--- src/hw/rtl/tpps_pkg.sv ---
`default_nettype none
package tpps_pkg;

  localparam int WAIT_WIDTH = 16;
  localparam logic [31:0] WAIT_MAX = 32'((64'd1 << WAIT_WIDTH) - 64'd1);

  localparam int CFG_IDX_W  = 1;
  localparam int CFG_DATA_W = 16;

  localparam logic [CFG_IDX_W-1:0] CFG_BURST_REPEATS    = 1'd0;
  localparam logic [CFG_IDX_W-1:0] CFG_PULSE_HALF_TICKS = 1'd1;

  localparam logic [7:0] BURST_REPEATS_RST    = 8'd3;
  localparam logic [15:0] PULSE_HALF_TICKS_RST = 16'd20000;

  localparam logic [1:0] MODE_IDLE  = 2'd0;
  localparam logic [1:0] MODE_PULSE = 2'd1;
  localparam logic [1:0] MODE_PHASE = 2'd2;

  localparam logic [7:0] CH_T    = 8'h54;
  localparam logic [7:0] CH_S    = 8'h53;
  localparam logic [7:0] CH_0    = 8'h30;
  localparam logic [7:0] CH_1    = 8'h31;
  localparam logic [7:0] CH_2    = 8'h32;
  localparam logic [7:0] CH_9    = 8'h39;
  localparam logic [7:0] CH_LA   = 8'h61;
  localparam logic [7:0] CH_LZ   = 8'h7a;
  localparam logic [7:0] CH_UB   = 8'h42;
  localparam logic [7:0] CH_UZ   = 8'h5a;
  localparam logic [7:0] NO_PREFIX = 8'd0;

  localparam logic [7:0] DELAY_BASE     = 8'd200;
  localparam logic [7:0] DELAY_FALLBACK = 8'd75;
  localparam logic [7:0] LOWER_BASE_IDX = 8'd10;
  localparam logic [7:0] UPPER_BASE_IDX = 8'd36;

  localparam logic [2:0] LAMP_IDLE    = 3'b001;
  localparam logic [2:0] LAMP_PULSE   = 3'b010;
  localparam logic [2:0] LAMP_PHASE   = 3'b100;
  localparam logic [2:0] LAMP_UNKNOWN = 3'b101;

  localparam logic [2:0] STEPS_PER_CYCLE = 3'd6;

  typedef struct packed {
    logic       command;
    logic [7:0] rx_byte;
  } in_t;

  typedef struct packed {
    logic phase_a;
    logic phase_b;
    logic phase_c;
    logic lamp_idle;
    logic lamp_pulse;
    logic lamp_phase;
    logic pulse_out;
    logic reply_valid;
    logic reply_is_error;
  } out_t;

  typedef struct packed {
    logic [7:0] requested_mode;
    logic [7:0] step_delay;
  } cmd_state_t;

  typedef struct packed {
    logic [7:0]  burst_repeats;
    logic [15:0] pulse_half_ticks;
  } cfg_t;

  typedef struct packed {
    logic [2:0] phase;
    logic [2:0] lamp;
    logic       pulse;
  } pins_t;

  typedef struct packed {
    logic valid;
    logic is_error;
  } reply_t;

  function automatic logic [7:0] delay_of_char(input logic [7:0] c);
    logic [7:0] idx;
    logic       hit;
    begin
      idx = 8'd0;
      hit = 1'b1;
      if (c >= CH_0 && c <= CH_9) begin
        idx = c - CH_0;
      end else if (c >= CH_LA && c <= CH_LZ) begin
        idx = LOWER_BASE_IDX + (c - CH_LA);
      end else if (c >= CH_UB && c <= CH_UZ) begin
        idx = UPPER_BASE_IDX + (c - CH_UB);
      end else begin
        hit = 1'b0;
      end
      if (hit) begin
        delay_of_char = DELAY_BASE - 8'((idx << 1) + idx);
      end else begin
        delay_of_char = DELAY_FALLBACK;
      end
    end
  endfunction

  function automatic logic [WAIT_WIDTH-1:0] load_wait(input logic [31:0] d);
    logic [31:0] v;
    begin
      v = (d == 32'd0) ? 32'd1 : d;
      if (v > WAIT_MAX) begin
        v = WAIT_MAX;
      end
      load_wait = WAIT_WIDTH'(v);
    end
  endfunction

  // one step of the six-step pattern: odd steps raise a pin, even steps drop it
  function automatic logic [2:0] step_levels(input logic [2:0] lv, input logic [2:0] s);
    begin
      case (s)
        3'd0:    step_levels = lv & 3'b110;
        3'd1:    step_levels = lv | 3'b010;
        3'd2:    step_levels = lv & 3'b011;
        3'd3:    step_levels = lv | 3'b001;
        3'd4:    step_levels = lv & 3'b101;
        3'd5:    step_levels = lv | 3'b100;
        default: step_levels = lv;
      endcase
    end
  endfunction

endpackage
`default_nettype wire

--- src/hw/rtl/tpps_cmd.sv ---
`default_nettype none
module tpps_cmd (
  input  wire logic                  clk,
  input  wire logic                  rst_n,
  input  wire logic                  byte_en,
  input  wire logic [7:0]            rx_byte,
  output tpps_pkg::cmd_state_t       cmd_state,
  output tpps_pkg::reply_t           reply
);
  import tpps_pkg::*;

  logic [7:0] prefix_r, prefix_nxt;
  logic [7:0] mode_r, mode_nxt;
  logic [7:0] delay_r, delay_nxt;

  always_comb begin
    prefix_nxt     = prefix_r;
    mode_nxt       = mode_r;
    delay_nxt      = delay_r;
    reply.valid    = 1'b0;
    reply.is_error = 1'b0;
    if (byte_en) begin
      if (prefix_r == NO_PREFIX) begin
        prefix_nxt = rx_byte;
      end else begin
        reply.valid = 1'b1;
        if (prefix_r == CH_T) begin
          delay_nxt = delay_of_char(rx_byte);
        end else if (prefix_r == CH_S) begin
          mode_nxt = rx_byte;
        end else begin
          reply.is_error = 1'b1;
        end
        prefix_nxt = NO_PREFIX;
      end
    end
  end

  always_ff @(posedge clk) begin
    if (!rst_n) begin
      prefix_r <= NO_PREFIX;
      mode_r   <= CH_0;
      delay_r  <= 8'd0;
    end else begin
      prefix_r <= prefix_nxt;
      mode_r   <= mode_nxt;
      delay_r  <= delay_nxt;
    end
  end

  assign cmd_state.requested_mode = mode_r;
  assign cmd_state.step_delay     = delay_r;

endmodule
`default_nettype wire

--- src/hw/rtl/tpps_seq.sv ---
`default_nettype none
module tpps_seq (
  input  wire logic                  clk,
  input  wire logic                  rst_n,
  input  wire logic                  tick_en,
  input  tpps_pkg::cmd_state_t       cmd_state,
  input  tpps_pkg::cfg_t             cfg,
  output tpps_pkg::pins_t            pins_nxt
);
  import tpps_pkg::*;

  logic [1:0]            mode_r, mode_nxt;
  logic [2:0]            phase_r, phase_nxt;
  logic [2:0]            step_r, step_nxt;
  logic [7:0]            burst_r, burst_nxt;
  logic [WAIT_WIDTH-1:0] wait_r, wait_nxt;
  logic                  pulse_r, pulse_nxt;
  logic [2:0]            lamp_r, lamp_nxt;
  logic                  do_latch;
  logic [2:0]            step_inc;
  logic [7:0]            burst_inc;

  always_comb begin
    mode_nxt  = mode_r;
    phase_nxt = phase_r;
    step_nxt  = step_r;
    burst_nxt = burst_r;
    wait_nxt  = wait_r;
    pulse_nxt = pulse_r;
    lamp_nxt  = lamp_r;
    do_latch  = 1'b0;
    step_inc  = step_r + 3'd1;
    burst_inc = burst_r + 8'd1;

    if (tick_en) begin
      if (mode_r != MODE_PULSE && mode_r != MODE_PHASE) begin
        do_latch = 1'b1;
      end else if (wait_r > WAIT_WIDTH'(1)) begin
        wait_nxt = wait_r - WAIT_WIDTH'(1);
      end else if (mode_r == MODE_PULSE) begin
        if (pulse_r) begin
          pulse_nxt = 1'b0;
          wait_nxt  = load_wait(32'(cfg.pulse_half_ticks));
        end else begin
          do_latch = 1'b1;
        end
      end else begin
        if (step_inc >= STEPS_PER_CYCLE) begin
          step_nxt  = 3'd0;
          burst_nxt = burst_inc;
          if (burst_inc >= cfg.burst_repeats) begin
            do_latch = 1'b1;
          end else begin
            phase_nxt = step_levels(phase_r, 3'd0);
            wait_nxt  = load_wait(32'(cmd_state.step_delay));
          end
        end else begin
          step_nxt  = step_inc;
          phase_nxt = step_levels(phase_r, step_inc);
          wait_nxt  = load_wait(32'(cmd_state.step_delay));
        end
      end

      // take the requested mode on this tick
      if (do_latch) begin
        case (cmd_state.requested_mode)
          CH_0: begin
            lamp_nxt = LAMP_IDLE;
            mode_nxt = MODE_IDLE;
          end
          CH_1: begin
            lamp_nxt  = LAMP_PULSE;
            pulse_nxt = 1'b1;
            wait_nxt  = load_wait(32'(cfg.pulse_half_ticks));
            mode_nxt  = MODE_PULSE;
          end
          CH_2: begin
            lamp_nxt = LAMP_PHASE;
            if (cfg.burst_repeats == 8'd0) begin
              mode_nxt = MODE_IDLE;
            end else begin
              burst_nxt = 8'd0;
              step_nxt  = 3'd0;
              phase_nxt = step_levels(phase_r, 3'd0);
              wait_nxt  = load_wait(32'(cmd_state.step_delay));
              mode_nxt  = MODE_PHASE;
            end
          end
          default: begin
            lamp_nxt = LAMP_UNKNOWN;
            mode_nxt = MODE_IDLE;
          end
        endcase
      end
    end
  end

  always_ff @(posedge clk) begin
    if (!rst_n) begin
      mode_r  <= MODE_IDLE;
      phase_r <= 3'd0;
      step_r  <= 3'd0;
      burst_r <= 8'd0;
      wait_r  <= '0;
      pulse_r <= 1'b0;
      lamp_r  <= LAMP_IDLE;
    end else begin
      mode_r  <= mode_nxt;
      phase_r <= phase_nxt;
      step_r  <= step_nxt;
      burst_r <= burst_nxt;
      wait_r  <= wait_nxt;
      pulse_r <= pulse_nxt;
      lamp_r  <= lamp_nxt;
    end
  end

  assign pins_nxt.phase = phase_nxt;
  assign pins_nxt.lamp  = lamp_nxt;
  assign pins_nxt.pulse = pulse_nxt;

endmodule
`default_nettype wire

--- src/hw/rtl/three_phase_pattern_sequencer.sv ---
`default_nettype none
// Takes one beat per clock: a received command byte (command 0) or a 50 us tick
// (command 1), and returns one result beat per input beat in the cycle after it, with the
// phase, lamp and pulse pin levels after that beat plus the reply flags for a completed
// byte pair. All work for a beat is done combinationally in the command decoder and
// the tick sequencer and lands in the output register; the input is stalled only while
// that register holds a beat that the receiver is stalling, so the sustained rate is
// one beat per cycle. Configuration writes (index 0 burst_repeats, index 1
// pulse_half_ticks) take effect on the next tick that reads them.
module three_phase_pattern_sequencer (
  input  wire logic                              clk,
  input  wire logic                              rst_n,
  input  wire logic                              in_valid,
  output wire logic                              in_stall,
  input  tpps_pkg::in_t                          in_data,
  output wire logic                              out_valid,
  input  wire logic                              out_stall,
  output tpps_pkg::out_t                         out_data,
  input  wire logic                              cfg_we,
  input  wire logic [tpps_pkg::CFG_IDX_W-1:0]    cfg_index,
  input  wire logic [tpps_pkg::CFG_DATA_W-1:0]   cfg_data
);
  import tpps_pkg::*;

  cfg_t       cfg_r;
  cmd_state_t cmd_state;
  reply_t     reply;
  pins_t      pins_nxt;
  logic       out_valid_r;
  out_t       out_data_r;
  logic       in_acc;

  assign in_stall = out_valid_r && out_stall;
  assign in_acc   = in_valid && !in_stall;

  always_ff @(posedge clk) begin
    if (!rst_n) begin
      cfg_r.burst_repeats    <= BURST_REPEATS_RST;
      cfg_r.pulse_half_ticks <= PULSE_HALF_TICKS_RST;
    end else if (cfg_we) begin
      unique case (cfg_index)
        CFG_BURST_REPEATS:    cfg_r.burst_repeats    <= cfg_data[7:0];
        CFG_PULSE_HALF_TICKS: cfg_r.pulse_half_ticks <= cfg_data[15:0];
        default:              ;
      endcase
    end
  end

  tpps_cmd u_cmd (
    .clk       (clk),
    .rst_n     (rst_n),
    .byte_en   (in_acc && !in_data.command),
    .rx_byte   (in_data.rx_byte),
    .cmd_state (cmd_state),
    .reply     (reply)
  );

  tpps_seq u_seq (
    .clk       (clk),
    .rst_n     (rst_n),
    .tick_en   (in_acc && in_data.command),
    .cmd_state (cmd_state),
    .cfg       (cfg_r),
    .pins_nxt  (pins_nxt)
  );

  always_ff @(posedge clk) begin
    if (!rst_n) begin
      out_valid_r <= 1'b0;
    end else if (in_acc) begin
      out_valid_r <= 1'b1;
    end else if (!out_stall) begin
      out_valid_r <= 1'b0;
    end
  end

  always_ff @(posedge clk) begin
    if (in_acc) begin
      out_data_r.phase_a        <= pins_nxt.phase[0];
      out_data_r.phase_b        <= pins_nxt.phase[1];
      out_data_r.phase_c        <= pins_nxt.phase[2];
      out_data_r.lamp_idle      <= pins_nxt.lamp[0];
      out_data_r.lamp_pulse     <= pins_nxt.lamp[1];
      out_data_r.lamp_phase     <= pins_nxt.lamp[2];
      out_data_r.pulse_out      <= pins_nxt.pulse;
      out_data_r.reply_valid    <= reply.valid;
      out_data_r.reply_is_error <= reply.is_error;
    end
  end

  assign out_valid = out_valid_r;
  assign out_data  = out_data_r;

  a_acc_gives_beat: assert property (@(posedge clk) disable iff (!rst_n)
    in_acc |=> out_valid_r)
    else $error("accepted beat produced no result");

  a_err_needs_reply: assert property (@(posedge clk) disable iff (!rst_n)
    (out_valid_r && out_data_r.reply_is_error) |-> out_data_r.reply_valid)
    else $error("error flag without reply");

  a_pulse_lamp: assert property (@(posedge clk) disable iff (!rst_n)
    (out_valid_r && out_data_r.pulse_out) |-> out_data_r.lamp_pulse)
    else $error("pulse pin high outside pulse mode");

  a_some_lamp: assert property (@(posedge clk) disable iff (!rst_n)
    out_valid_r |-> ($countones({out_data_r.lamp_idle, out_data_r.lamp_pulse,
                                 out_data_r.lamp_phase}) != 0))
    else $error("no lamp lit");

endmodule
`default_nettype wire

--- config.mk ---
export PLATFORM = sky130hd
export DESIGN_NAME = three_phase_pattern_sequencer
export DESIGN_NICKNAME = d
export VERILOG_FILES = /design/src/hw/rtl/tpps_pkg.sv /design/src/hw/rtl/tpps_cmd.sv /design/src/hw/rtl/tpps_seq.sv /design/src/hw/rtl/three_phase_pattern_sequencer.sv
export SDC_FILE = /design/constraint.sdc
export NUM_CORES = 1
export LEC_CHECK = 0
export BUFFER_PORTS_ARGS = -buffer_cell sky130_fd_sc_hd__buf_2
export CORE_UTILIZATION = 50
export CTS_CLUSTER_DIAMETER = 40
export DETAILED_ROUTE_END_ITERATION = 6
export PLACE_DENSITY = 0.71
export SYNTH_ARGS = -nofsm -noshare
export SYNTH_HDL_FRONTEND = slang
export SYNTH_SLANG_ARGS = --single-unit
--- constraint.sdc ---
create_clock -name clk -period 4.2 [get_ports clk]
set_clock_uncertainty 0.15 [all_clocks]
set_input_delay 0.84 -clock clk [delete_from_list [all_inputs] [get_ports clk]]
set_output_delay 0.84 -clock clk [all_outputs]
set_load 0.01 [all_outputs]
Word-level counts from Yosys, hierarchy flattened

Index checks and enable logic that the tools add are counted.

Register bits after elaboration: 94

Add/subtract/negate cells: 10
Order comparisons: 11
Equal/unequal tests: 14
Mux-type cells: 74
Bitwise gates (word level): 4
Reduce and logical (&&, ||, !) cells: 21

Operators with widths:

| cell                                                                                 | number |
|---|---|
| 16-bit 2-to-1 mux                                                                    | 11 |
| 8-bit 2-to-1 mux                                                                     | 16 |
| 32-bit by 16-bit greater-than comparator with 1-bit output (second input constant)   | 2 |
| 3-bit 2-to-1 mux                                                                     | 17 |
| 16-bit one-hot mux with 2 select lines                                               | 1 |
| 8-bit by 6-bit equality test with 1-bit output (second input constant)               | 3 |
| 8-bit logical NOT                                                                    | 3 |
| 1-bit 2-to-1 mux                                                                     | 24 |
| 3-bit one-hot mux with 6 select lines                                                | 1 |
| 8-bit by 7-bit equality test with 1-bit output (second input constant)               | 2 |
| 8-bit by 7-bit greater-or-equal comparator with 1-bit output (second input constant) | 2 |
| 16-bit by 1-bit greater-than comparator with 1-bit output (second input constant)    | 1 |
| 8-bit by 7-bit <= comparator with 1-bit output (second input constant)               | 2 |
| 16-bit logical NOT                                                                   | 1 |
| 16-bit by 1-bit subtractor with 16-bit output (second input constant)                | 1 |
| 8-bit by 7-bit subtractor with 8-bit output (second input constant)                  | 2 |
| 3-bit one-hot mux with 3 select lines                                                | 1 |
| 4-bit by 8-bit adder with 8-bit output (first input constant)                        | 1 |
| 6-bit by 8-bit adder with 8-bit output (first input constant)                        | 1 |
| 8-bit by 1-bit adder with 8-bit output (second input constant)                       | 1 |
| 8-bit adder                                                                          | 1 |
| 8-bit by 6-bit greater-or-equal comparator with 1-bit output (second input constant) | 1 |
| 8-bit greater-or-equal comparator                                                    | 1 |
| 8-bit by 6-bit <= comparator with 1-bit output (second input constant)               | 1 |
| other kinds (20)                                                                     | 37 |

Longest topological paths before layout

Gate-level depths: netlist of the first run.

Word-level depth: 12
Depth in mapped cells: 20
Gate-level depth less buffers: 18

By module

A second synthesis of the first run with hierarchy kept.

Cells, all modules: 836
Area total of the unflattened synthesis: 6794.0 µm²

Modules (own cells, without submodules):

| module                        | times used | cells an instance | area each (µm²) | sequential area each (µm²) |
|---|---|---|---|---|
| tpps_seq                      | 1          | 461               | 3433.3          | 720.7 |
| tpps_cmd                      | 1          | 257               | 2072.0          | 480.5 |
| three_phase_pattern_sequencer | 1          | 118               | 1288.7          | 770.7 |

Worst setup path after synthesis of the first run

No wires, ideal clock.

Path type: input to register
Start: in in_data[1] in the netlist's numbering
End: reg u_cmd.delay_r[6]
Library setup time: 0.095 ns
Data arrival time: 4.278 ns
Setup slack: -0.323 ns
Stages: 17
Cells stage by stage: clkbuf_1 inv_1 ha_1 or4b_4 a21oi_2 nor2_1 or2_1 buf_6 o211ai_1 o31ai_1 ha_1 ha_1 a21o_1 a211o_1 o211ai_1 xor2_1 a221oi_1

Cells in the longest elaborated chain, start to end: 11
Elaborated cells on any way between the ends: 29
Classes of those cells: 7 x add/sub; 6 x order compare; 13 x mux; 3 x reduce/logical

RTL lines:

| item                                                                        | line                                | text |
|---|---|---|
| start, declared                                                             | three_phase_pattern_sequencer.sv:15 | `input tpps_pkg::in_t in_data,` |
| 8-bit by 7-bit subtractor with 8-bit output, or another cell as far along   | tpps_pkg.sv:93                      | `idx = UPPER_BASE_IDX + (c - CH_UB);` |
| 6-bit by 8-bit adder with 8-bit output or 1-bit logical AND (tied branches) | tpps_pkg.sv:93, tpps_pkg.sv:92      |  |
| 8-bit 2-to-1 mux                                                            | tpps_pkg.sv:92                      | `end else if (c >= CH_UB && c <= CH_UZ) begin` |
| 8-bit 2-to-1 mux                                                            | tpps_pkg.sv:90                      | `end else if (c >= CH_LA && c <= CH_LZ) begin` |
| 8-bit 2-to-1 mux                                                            | tpps_pkg.sv:88                      | `if (c >= CH_0 && c <= CH_9) begin` |
| 8-bit 2-to-1 mux                                                            | tpps_cmd.sv:27                      | `if (prefix_r == CH_T) begin` |
| 8-bit 2-to-1 mux                                                            | tpps_cmd.sv:23                      | `if (prefix_r == NO_PREFIX) begin` |
| 8-bit 2-to-1 mux                                                            | tpps_cmd.sv:22                      | `if (byte_en) begin` |
| 8-bit adder                                                                 | tpps_pkg.sv:98                      | `delay_of_char = DELAY_BASE - 8'((idx << 1) + idx);` |
| 8-bit subtractor                                                            | tpps_pkg.sv:98                      |  |
| 8-bit 2-to-1 mux *                                                          | tpps_pkg.sv:97                      | `if (hit) begin` |
| end signal, assigned                                                        | tpps_cmd.sv:47                      | `delay_r <= delay_nxt;` |
| end, declared                                                               | tpps_cmd.sv:14                      | `logic [7:0] delay_r, delay_nxt;` |

Every way passes the cells marked *; elsewhere a longest branch is shown, timed or not. The select of a mux whose other input is x is not followed.
A chain may end at the register's enable or synchronous reset.

Final worst setup path of the first run

Start: reg u_seq.burst_r[0]
End: reg u_seq.wait_r[5]

Cells in the longest elaborated chain, start to end: 10
Elaborated cells on any way between the ends: 16
Classes of those cells: 1 x add/sub; 1 x order compare; 14 x mux

RTL lines:

| item                                     | line            | text |
|---|---|---|
| start, declared                          | tpps_seq.sv:15  | `logic [7:0] burst_r, burst_nxt;` |
| start signal, assigned                   | tpps_seq.sv:111 | `burst_r <= burst_nxt;` |
| 8-bit by 1-bit adder with 8-bit output * | tpps_seq.sv:33  | `burst_inc = burst_r + 8'd1;` |
| 8-bit greater-or-equal comparator *      | tpps_seq.sv:51  | `if (burst_inc >= cfg.burst_repeats) begin` |
| 16-bit 2-to-1 mux                        | tpps_seq.sv:51  |  |
| 16-bit 2-to-1 mux                        | tpps_seq.sv:48  | `if (step_inc >= STEPS_PER_CYCLE) begin` |
| 16-bit 2-to-1 mux                        | tpps_seq.sv:40  | `end else if (mode_r == MODE_PULSE) begin` |
| 16-bit 2-to-1 mux                        | tpps_seq.sv:38  | `end else if (wait_r > WAIT_WIDTH'(1)) begin` |
| 16-bit 2-to-1 mux                        | tpps_seq.sv:36  | `if (mode_r != MODE_PULSE && mode_r != MODE_PHASE) begin` |
| 16-bit 2-to-1 mux                        | tpps_seq.sv:79  | `if (cfg.burst_repeats == 8'd0) begin` |
| 16-bit one-hot mux with 2 select lines   | tpps_seq.sv:66  | `case (cmd_state.requested_mode)` |
| 16-bit 2-to-1 mux *                      | tpps_seq.sv:65  | `if (do_latch) begin` |
| end signal, assigned                     | tpps_seq.sv:112 | `wait_r <= wait_nxt;` |
| end, declared                            | tpps_seq.sv:16  | `logic [WAIT_WIDTH-1:0] wait_r, wait_nxt;` |

Marked as above.

==> summary.md, run 1 <==
| Metric | Value |
|---|---|
| Number of failing setup endpoints in the final timing report | 0 |
| Power density relative to cell area | about 330 nW/um^2 |
| Peak supply drop | between 0.15 and 0.2 mV |
| Combined flip-flop and latch cell area | 1972 sq um |
| Grt total ovfl | 0 |
| Synthesis-to-finish area growth | 14.41% |
| Final net count | between 800 and 900 |
| Number of remaining DRC errors | 8 |
| Global router's overall resource usage | 0.2658 |
| Async S/R FF share, synth | 0 |
| DR vias/cell | roughly 6.1 |
| Max-slew headroom at the worst pin | 0.4836 |
| Buffering stage count on the worst path with inverters included | 2 |
| Inst Count DP | roughly 950 |
| Critical path data arrival time | 4.02 ns |
| Number of antenna diodes | 0 |
| Worst-path cell with the longest stage delay | sky130_fd_sc_hd__a21oi_1 |
| Cell accounting for the most synthesized area | sky130_fd_sc_hd__dfxtp_1 |
| Root Driver | sky130_fd_sc_hd__clkbuf_16 |
| Cell family with most CP delay | compound AO/OA/AOI/OAI gates |
| Transition time at the pin with the least slew margin | about 0.77 ns |
| #FFs+latches synth | 94 |
| Placeable core region | ~12,000 sq um |
| Category of the most critical setup path | reg -> reg |
| Synthesized area | roughly 6000 sq um |
| Element type at the critical path end | flip-flop |
| Critical path's largest stage delay | a little over 0.6 ns |
| Count of hold buffers inserted by post-cts repair | 0 |
| Layout fillers | 1,036 |
| Clock transition at the registers of the reported paths | approximately 0.070 ns |
| Depth of the most critical reg-to-reg path | 16 |
| Starting density of the core | 0.5179 |
| Number of library cell types mapped by synthesis | 73 |
| Total leakage power | between 2 and 3 nW |
| Worst-path maximum fanout | 7 |
| Number of DRC markers after the initial detailed-route iteration | 402 |
| Complex-gate fraction of the synthesized area | 0.2530 |
| Cell Chain, Critical Path | ha_1 -> and3_1 -> and3_1 -> xor2_1 -> ha_1 -> nand3_1 -> nor2_1 -> nor2_1 -> o311a_1 -> o31ai_1 -> buf_4 -> a21oi_1 -> nor3_2 -> buf_4 -> a221oi_1 -> o22ai_1 |
| Hold Fails Final Rpt | 0 |
| Most used flip-flop cell after synthesis | sky130_fd_sc_hd__dfxtp_1 |
| Number of max-cap violations | 0 |
| Share of post-route cells with drive strength above 1 | 0.1423 |
| Post-DP HPWL | roughly 12,000 um |
| Number of nets with antenna violations after detailed routing | 0 |
| Synthesized instance count | ~770 |
| Initial DRT Pass Iterations | 7 |
| PnR worst setup slack | roughly 0.26 ns |
| Die height | 111.5 um |
| Via count of the first global-routing pass | ~5,600 |
| Synth Area in Adders | 0.08147 |
| Placer congestion estimate | 0.8987 |
| Class of the tightest hold or removal check | reg -> reg |
| Tmin final | between 3 and 4 ns |
| Clock latency on the worst-skew pair | approximately 0.35 ns |
| Number of buffers created by CTS | 9 |
| Total Die Area | approximately 12,000 sq um |
| Hold Crit Depth | 2 |
| Mean routed wirelength per cell | between 15 and 20 um |
| Total Wirelength | 16,220 um |
| Post-Synth XOR/XNOR Area | 0.03948 |
| Leading cell type in the layout, fill and taps excluded | sky130_fd_sc_hd__nand2_1 |
| Result of the run | finished, violations left |
| Longest Clk Path Bufs | 2 |
| TritonCTS clock tree | done |
| Startpoint Class | flip-flop |
| Setup slack after placement | -0.05631 ns |
| Highest-count cells in the layout ignoring fill and taps | 97 x sky130_fd_sc_hd__nand2_1, 85 x sky130_fd_sc_hd__dfxtp_1, 77 x sky130_fd_sc_hd__a21oi_1 |
| Logic depth of the worst path, buffers included | 16 |
| Worst path required time | between 4 and 5 ns |
| Dominant combinational cell family by area after synthesis | compound AO/OA/AOI/OAI gates |
| Top achievable clock speed | approximately 0.25 GHz |
| Register-to-Register Setup Slack | around 0.26 ns |
| Largest net degree at the start of global routing | 29 |
| Number of synthesis warnings | 0 |
| Total power | 0.002275 W |
| Total count of max-transition violations in the final report | 0 |
| Final period util | 0.9388 |
| Initial antenna violation count | 0 |
| Vias | approximately 6,000 |
| Portion of netlist area occupied by mux cells | 0.01024 |
| TNS Setup | 0 ns |
| Violations in the final reports | design-rule violations |
| H-tree lvl count | 3 |
| Post-Synthesis Mean Instance Area | approximately 7.8 sq um |
| Post-synthesis net count | roughly 840 |
| Post-route non-filler standard cell count | 965 |
| Area occupied by multi-input gates | roughly 3700 sq um |
| Number of enable-type register cells in the synthesized netlist | 9 |
| Post-synthesis simple-gate area fraction | 0.2335 |
| Global-route wire length before repair | roughly 27,000 um |
| Cell row count | 39 |
| TritonCTS sink count | between 90 and 100 |
| Width of the die | between 100 and 150 um |
| IO Count | 42 |
| # port buffers | between 40 and 50 |
| RSZ-0062 raised after global routing | false |
| Area share of the largest cell type after synthesis | 0.2841 |
| Portion of the post-synthesis area used by sequential elements | 0.3292 |
| Top post-synthesis cells by area | sky130_fd_sc_hd__dfxtp_1 28%, sky130_fd_sc_hd__ha_1 8.1%, sky130_fd_sc_hd__a21oi_1 6.4% |
-- power by group --
group	total, W	switching, W	internal, W	leakage, nW
clock	0.000869	0.000366	0.000503	0.152
sequential	0.000957	0.0000249	0.000932	0.778
combinational	0.000449	0.000270	0.000179	1.86
-- Yosys cell counts, types with 4 or more instances --
cell and n:
sky130_fd_sc_hd__nand2_1 97, sky130_fd_sc_hd__nor2b_1 4, sky130_fd_sc_hd__a31oi_1 5, sky130_fd_sc_hd__o22ai_1 7, sky130_fd_sc_hd__o21ai_0 22, sky130_fd_sc_hd__or3_1 7, sky130_fd_sc_hd__a21oi_1 77, sky130_fd_sc_hd__and2_1 9
sky130_fd_sc_hd__o31ai_1 5, sky130_fd_sc_hd__ha_1 39, sky130_fd_sc_hd__nor4_1 7, sky130_fd_sc_hd__nand3_1 39, sky130_fd_sc_hd__o21a_1 4, sky130_fd_sc_hd__or4_1 4, sky130_fd_sc_hd__mux2i_1 5, sky130_fd_sc_hd__dfxtp_1 85
sky130_fd_sc_hd__a22oi_1 12, sky130_fd_sc_hd__o21ai_1 18, sky130_fd_sc_hd__xor2_1 16, sky130_fd_sc_hd__nor3_1 18, sky130_fd_sc_hd__nand2b_1 7, sky130_fd_sc_hd__buf_1 4, sky130_fd_sc_hd__xnor2_1 11, sky130_fd_sc_hd__o211ai_1 13
sky130_fd_sc_hd__edfxtp_1 9, sky130_fd_sc_hd__a211oi_1 6, sky130_fd_sc_hd__inv_1 34, sky130_fd_sc_hd__and3_1 9, sky130_fd_sc_hd__nor2_1 76, sky130_fd_sc_hd__a221oi_1 5, sky130_fd_sc_hd__a21o_1 9, sky130_fd_sc_hd__clkbuf_1 33
-- final timing paths --
kind	startpoint	to
setup / recovery	u_seq.burst_r[0]$_SDFFE_PN0P_	u_seq.wait_r[5]$_SDFFE_PN0P_
hold / removal	u_cmd.prefix_r[5]$_SDFFE_PN0P_	u_cmd.prefix_r[5]$_SDFFE_PN0P_
setup reg to reg	u_seq.burst_r[0]$_SDFFE_PN0P_	u_seq.wait_r[5]$_SDFFE_PN0P_
hold reg to reg	u_cmd.prefix_r[5]$_SDFFE_PN0P_	u_cmd.prefix_r[5]$_SDFFE_PN0P_
-- per-layer routing --
layer	up-vias	share of wire	GRT usage
li1	2869	-	-
met1	2774	0.44	0.3215
met2	194	0.49	0.4717
met3	37	0.051	0.04355
met4	0	0.023	0.1018
met5	-	0	0
-- final cells by class --
class,count,share of cell area
sequential,94,0.2877
multi-input combinational,594,0.5461
timing repair buffer,81,0.07376
clock buffer,11,0.03706
inverter,37,0.02027
clock inverter,5,0.008947
tap,143,0.02611
-- what timing repair did --
item,CTS,global route
setup endpoints to repair,0,1
buffers inserted,0,0
resized for setup,0,1
-- flip-flops by register name, indices dropped and copies added, names as in the netlist --
| name | cells |
|---|---|
| u_cmd.delay_r | 8 |
| out_valid | 1 |
| u_seq.lamp_r | 3 |
| u_seq.wait_r | 16 |
| out_data | 9 |
| u_seq.burst_r | 8 |
| u_seq.mode_r | 2 |
| u_cmd.mode_r | 8 |
| cfg_r | 24 |
| u_seq.pulse_r | 1 |
| u_seq.step_r | 3 |
| u_seq.phase_r | 3 |
| u_cmd.prefix_r | 8 |
-- cells by family after synthesis --
family / after synthesis
muxes: 6
DFF: 94
buffers and inverters: 79
AOI/OAI and AO/OA: 226
xor gates and xnor gates: 27
and+or+nand+nor: 296
adders and majority gates: 39
-- metrics by stage --
step	hold WS, ns	util	area [sq um]
2_1_floorplan	0.2816	-	6028
3_3_place_gp	0.2911	0.5646	6530
3_5_place_dp	0.3007	0.5646	6530
4_1_cts	0.3111	0.5919	6845
5_1_grt	0.3318	0.5926	6853
6_report	0.3087	0.5926	6853
-- worst reg2reg max path, cell delays in order, from the launching register on --
cell and delay, ns:
sky130_fd_sc_hd__dfxtp_1 0.41, sky130_fd_sc_hd__ha_1 0.23, sky130_fd_sc_hd__and3_1 0.24, sky130_fd_sc_hd__and3_1 0.22, sky130_fd_sc_hd__xor2_1 0.17, sky130_fd_sc_hd__ha_1 0.26, sky130_fd_sc_hd__nand3_1 0.09, sky130_fd_sc_hd__nor2_1 0.05
sky130_fd_sc_hd__nor2_1 0.08, sky130_fd_sc_hd__o311a_1 0.28, sky130_fd_sc_hd__o31ai_1 0.09, sky130_fd_sc_hd__buf_4 0.16, sky130_fd_sc_hd__a21oi_1 0.61, sky130_fd_sc_hd__nor3_2 0.17, sky130_fd_sc_hd__buf_4 0.21, sky130_fd_sc_hd__a221oi_1 0.30
sky130_fd_sc_hd__o22ai_1 0.11
No activity file was read; power rests on OpenSTA's default activity.
==> run 2, diff against run 1 <==
ABC_AREA = 1   (was unset)
CORE_MARGIN = 1.5   (was unset)
GPL_TIMING_DRIVEN = 0   (was unset)
PLACE_DENSITY = 0.7   (was 0.71)
==> summary.md, run 2 <==
| Metric | Value |
|---|---|
| Result of the run | completed |
| Root Driver | sky130_fd_sc_hd__clkbuf_16 |
| # port buffers | 39 (-4.9%) |
| Cell Chain, Critical Path | buf_2 -> inv_4 -> ha_1 -> inv_1 -> nor2_1 -> nand3_1 -> nand2_1 -> nand2_1 -> inv_2 -> nand2_2 -> inv_1 -> nand2_1 -> a41o_1 -> ha_1 -> ha_1 -> a21oi_1 -> nor3_1 -> a211oi_1 -> nand2_1 -> inv_1 -> nand2_1 -> nand3_1 -> a21oi_2 |
| Reg2reg end | out_data[7]$_DFFE_PP_ |
| Count of hold buffers inserted by post-cts repair | 0 (unchanged) |
| Transition time at the pin with the least slew margin | 0.9370 ns (+0.1625 ns) |
| #FFs+latches synth | 94 (unchanged) |
| Global router's overall resource usage | 0.2704 (+0.004575) |
| Placer congestion estimate | 0.9697 (+7.9%) |
| Total Wirelength | 18,530 um (+14%) |
| Number of remaining DRC errors | 0 (-8) |
| Total Die Area | 14,170 sq um (+14%) |
| Top post-synthesis cells by area | sky130_fd_sc_hd__dfxtp_1 25%, sky130_fd_sc_hd__nand2_1 13%, sky130_fd_sc_hd__ha_1 7.2% |
| Die height | 119.0 um (+6.8%) |
| Element type at the critical path end | flip-flop |
| Synthesized area | 6731 sq um (+12%) |
| IO Count | 42 (unchanged) |
| TritonCTS clock tree | done |
| Peak supply drop | 0.1730 mV (-8.9%) |
| Clock transition at the registers of the reported paths | 0.07 ns (about the same) |
| Post-route non-filler standard cell count | 1,257 (+30%) |
| Number of antenna diodes | 0 (unchanged) |
| Inst Count DP | 1,241 (+31%) |
| Number of buffers created by CTS | 9 (unchanged) |
| Layout fillers | 1,294 (+25%) |
| Startpoint Class | input port |
| DR vias/cell | 5.412 (-11%) |
| Most used flip-flop cell after synthesis | sky130_fd_sc_hd__dfxtp_1 |
| Setup slack after placement | -0.07890 ns (-0.02260 ns) |
| Hold Crit Depth | 2 (unchanged) |
| Synthesis-to-finish area growth | 10.32% |
| Category of the most critical setup path | in -> reg |
| Number of DRC markers after the initial detailed-route iteration | 603 (+50%) |
| Final core area utilization | 0.5630 (-0.02957) |
| Reg2reg start | u_seq.burst_r[0]$_SDFFE_PN0P_ |
| Most instantiated library cell after synthesis | sky130_fd_sc_hd__nand2_1 |
| Depth of the most critical reg-to-reg path | 19 (+3) |
| Vias | 6,803 (+16%) |
| Area after DPL | 7147 sq um (+9.4%) |
| Worst-path maximum fanout | 12 (+5) |
| Most flop-heavy register | cfg_r |
| RSZ-0062 raised after global routing | false |
| Final period util | 0.9138 (-0.02495) |
| Share of post-route cells with drive strength above 1 | 0.1138 (-0.02855) |
| Number of library cell types mapped by synthesis | 57 (-22%) |
| Buffering stage count on the worst path with inverters included | 6 (+4) |
| Starting density of the core | 0.5103 (-0.007566) |
| Worst-path cell with the longest stage delay | sky130_fd_sc_hd__ha_1 |
| Number of enable-type register cells in the synthesized netlist | 9 (unchanged) |
| Clock latency on the worst-skew pair | 0.36 ns (about the same) |
| Number of failing setup endpoints in the final timing report | 0 (unchanged) |
| Largest net degree at the start of global routing | 17 (-41%) |
| Post-synthesis net count | 1,096 (+31%) |
| Total count of max-transition violations in the final report | 0 (unchanged) |
| PnR worst setup slack | 0.3620 ns (+0.1048 ns) |
| Worst setup path startpoint | in_data[5] |
| Top achievable clock speed | 0.2605 GHz (+2.7%) |
| Number of post-CTS setup repair buffers | 0 (unchanged) |
| Via count of the first global-routing pass | 6,228 (+11%) |
| Mean routed wirelength per cell | 14.74 um (-12%) |
| Synthesized instance count | 1,026 (+34%) |
| Worst hold-check slack | 0.3210 ns (+0.01225 ns) |
| Startpoint of the worst hold path | u_seq.mode_r[1]$_SDFFE_PN0P_ |
| Post-DP HPWL | 14,200 um (+19%) |
| Highest-count cells in the layout ignoring fill and taps | 231 x sky130_fd_sc_hd__nand2_1, 122 x sky130_fd_sc_hd__inv_1, 105 x sky130_fd_sc_hd__nor2_1 |
| Hold Fails Final Rpt | 0 (unchanged) |
| Final net count | 1,146 (+29%) |
| Class of the tightest hold or removal check | reg -> reg |
| Cells resized by post-CTS repair | 0 (unchanged) |
| Number of max-cap violations | 0 (unchanged) |
| Power density relative to cell area | 289.4 nW/um^2 (-13%) |
| Area share of the largest cell type after synthesis | 0.2528 (-0.03131) |
| Initial DRT Pass Iterations | 4 (-3) |
| Async S/R FF share, synth | 0 (unchanged) |
| Initial antenna violation count | 0 (unchanged) |
| Most common library cells after synthesis | 231 x sky130_fd_sc_hd__nand2_1, 122 x sky130_fd_sc_hd__inv_1, 105 x sky130_fd_sc_hd__nor2_1 |
| Grt total ovfl | 0 (unchanged) |
| Hold Path End | u_seq.mode_r[1]$_SDFFE_PN0P_ |
| H-tree lvl count | 3 (unchanged) |
| Register-to-Register Setup Slack | 0.61 ns (+0.35 ns) |
| Cell row count | 42 (+7.7%) |
| Worst path required time | 4.27 ns (about the same) |
| Number of nets with antenna violations after detailed routing | 0 (unchanged) |
| Placeable core region | 13,190 sq um (+14%) |
| Number of synthesis warnings | 0 (unchanged) |
| Max-slew headroom at the worst pin | 0.3730 (-0.1106) |
| Most common cell type on the critical path | sky130_fd_sc_hd__nand2_1 |
| Width of the die | 119.0 um (+6.8%) |
| Longest Clk Path Bufs | 2 (unchanged) |
| Final Cell Area | 7426 sq um (+8.4%) |
| Critical path's largest stage delay | 0.36 ns (-0.25 ns) |
| Flip-flop count of the largest register after layout | 24 (unchanged) |
| Portion of the post-synthesis area used by sequential elements | 0.2929 (-0.03629) |
| Total leakage power | 3.390 nW (+21%) |
| Global-route wire length before repair | 30,820 um (+15%) |
| Leading cell type in the layout, fill and taps excluded | sky130_fd_sc_hd__nand2_1 |
| Post-Synthesis Mean Instance Area | 6.561 sq um (-16%) |
| Tmin final | 3.838 ns (-0.1048 ns) |
| Cell family with most CP delay | adder cells |
| Cell accounting for the most synthesized area | sky130_fd_sc_hd__dfxtp_1 |
| Critical path data arrival time | 3.90 ns (-0.12 ns) |
| TritonCTS sink count | 94 (unchanged) |
[run 2: changes by cell type after synthesis, sizes merged, moves of 13 or more]
cell / before / now
nand2: 97 / 248
inv: 37 / 140
nor2: 76 / 114
o21ai: 40 / 81
clkbuf: 33 / 20
nand3: 39 / 83
[run 2: metrics by stage]
stage | total power [W] | TNS [ns]
floorplan | 0.001267 | 0
global placement | 0.001377 | -0.05190
CTS | 0.002149 | 0
detailed placement | 0.001380 | -0.1339
finish | 0.002149 | 0
global route | 0.002256 | 0
[run 2: cells by family (layout without fill, tap and decap cells)]
family                   Yosys count  count (layout)  share of synthesized area
AO/OA/AOI/OAI                    215             215                     0.1855
XOR/XNOR                          23              23                    0.02993
adder cells (fa/ha/maj)           39              39                    0.07249
buffers and inverters            176             231                     0.1026
flip-flops                        94              94                     0.2929
AND/OR/NAND/NOR                  479             479                     0.3165
[run 2: worst min-delay path, delay by kind of cell (launching register included)]
| family | cells | cell delay (ns) |
|---|---|---|
| compound gates | 1 | 0.05 |
| simple gates | 1 | 0.06 |
| flops | 1 | 0.31 |
[run 2: where the power goes]
part	internal [W]	leakage (nW)	total [W]	switching [W]
Clock	0.000405	0.130	0.000779	0.000374
Sequential	0.000935	0.780	0.000958	0.0000237
Combinational	0.000141	2.48	0.000411	0.000270
Total	0.00148	3.39	0.00215	0.000668
[run 2: how the worst max path moves through the flow]
| stage | end | slack (ns) | cells past startpoint |
|---|---|---|---|
| floorplan | u_cmd.delay_r[7]$_SDFFE_PN0P_ | 0.50 | 23 |
| global placement | u_cmd.delay_r[7]$_SDFFE_PN0P_ | -0.04 | 23 |
| detailed placement | u_cmd.delay_r[7]$_SDFFE_PN0P_ | -0.08 | 23 |
| CTS | u_cmd.delay_r[7]$_SDFFE_PN0P_ | 0.30 | 23 |
| global route | u_cmd.delay_r[6]$_SDFFE_PN0P_ | 0.06 | 22 |
| finish | u_cmd.delay_r[7]$_SDFFE_PN0P_ | 0.36 | 23 |
[run 2: layer usage]
metal,part of all wire,track usage,vias to the layer above
met5,0,0,-
met3,0.059,0.04215,37
met2,0.44,0.4299,199
li1,-,-,3480
met4,0.028,0.1039,0
met1,0.47,0.3687,3087
[run 2: final cells by class]
| cell class | count | area [sq um] | area share |
|---|---|---|---|
| inverter | 143 | 541.8 | 0.07296 |
| clock inverter | 6 | 43.79 | 0.005897 |
| buffer | 33 | 151.4 | 0.02039 |
| multi-input combinational | 756 | 4073 | 0.5484 |
| timing repair buffer | 39 | 195.2 | 0.02628 |
| clock buffer | 10 | 229.0 | 0.03083 |
| sequential | 94 | 1972 | 0.2655 |
| tap | 176 | 220.2 | 0.02965 |
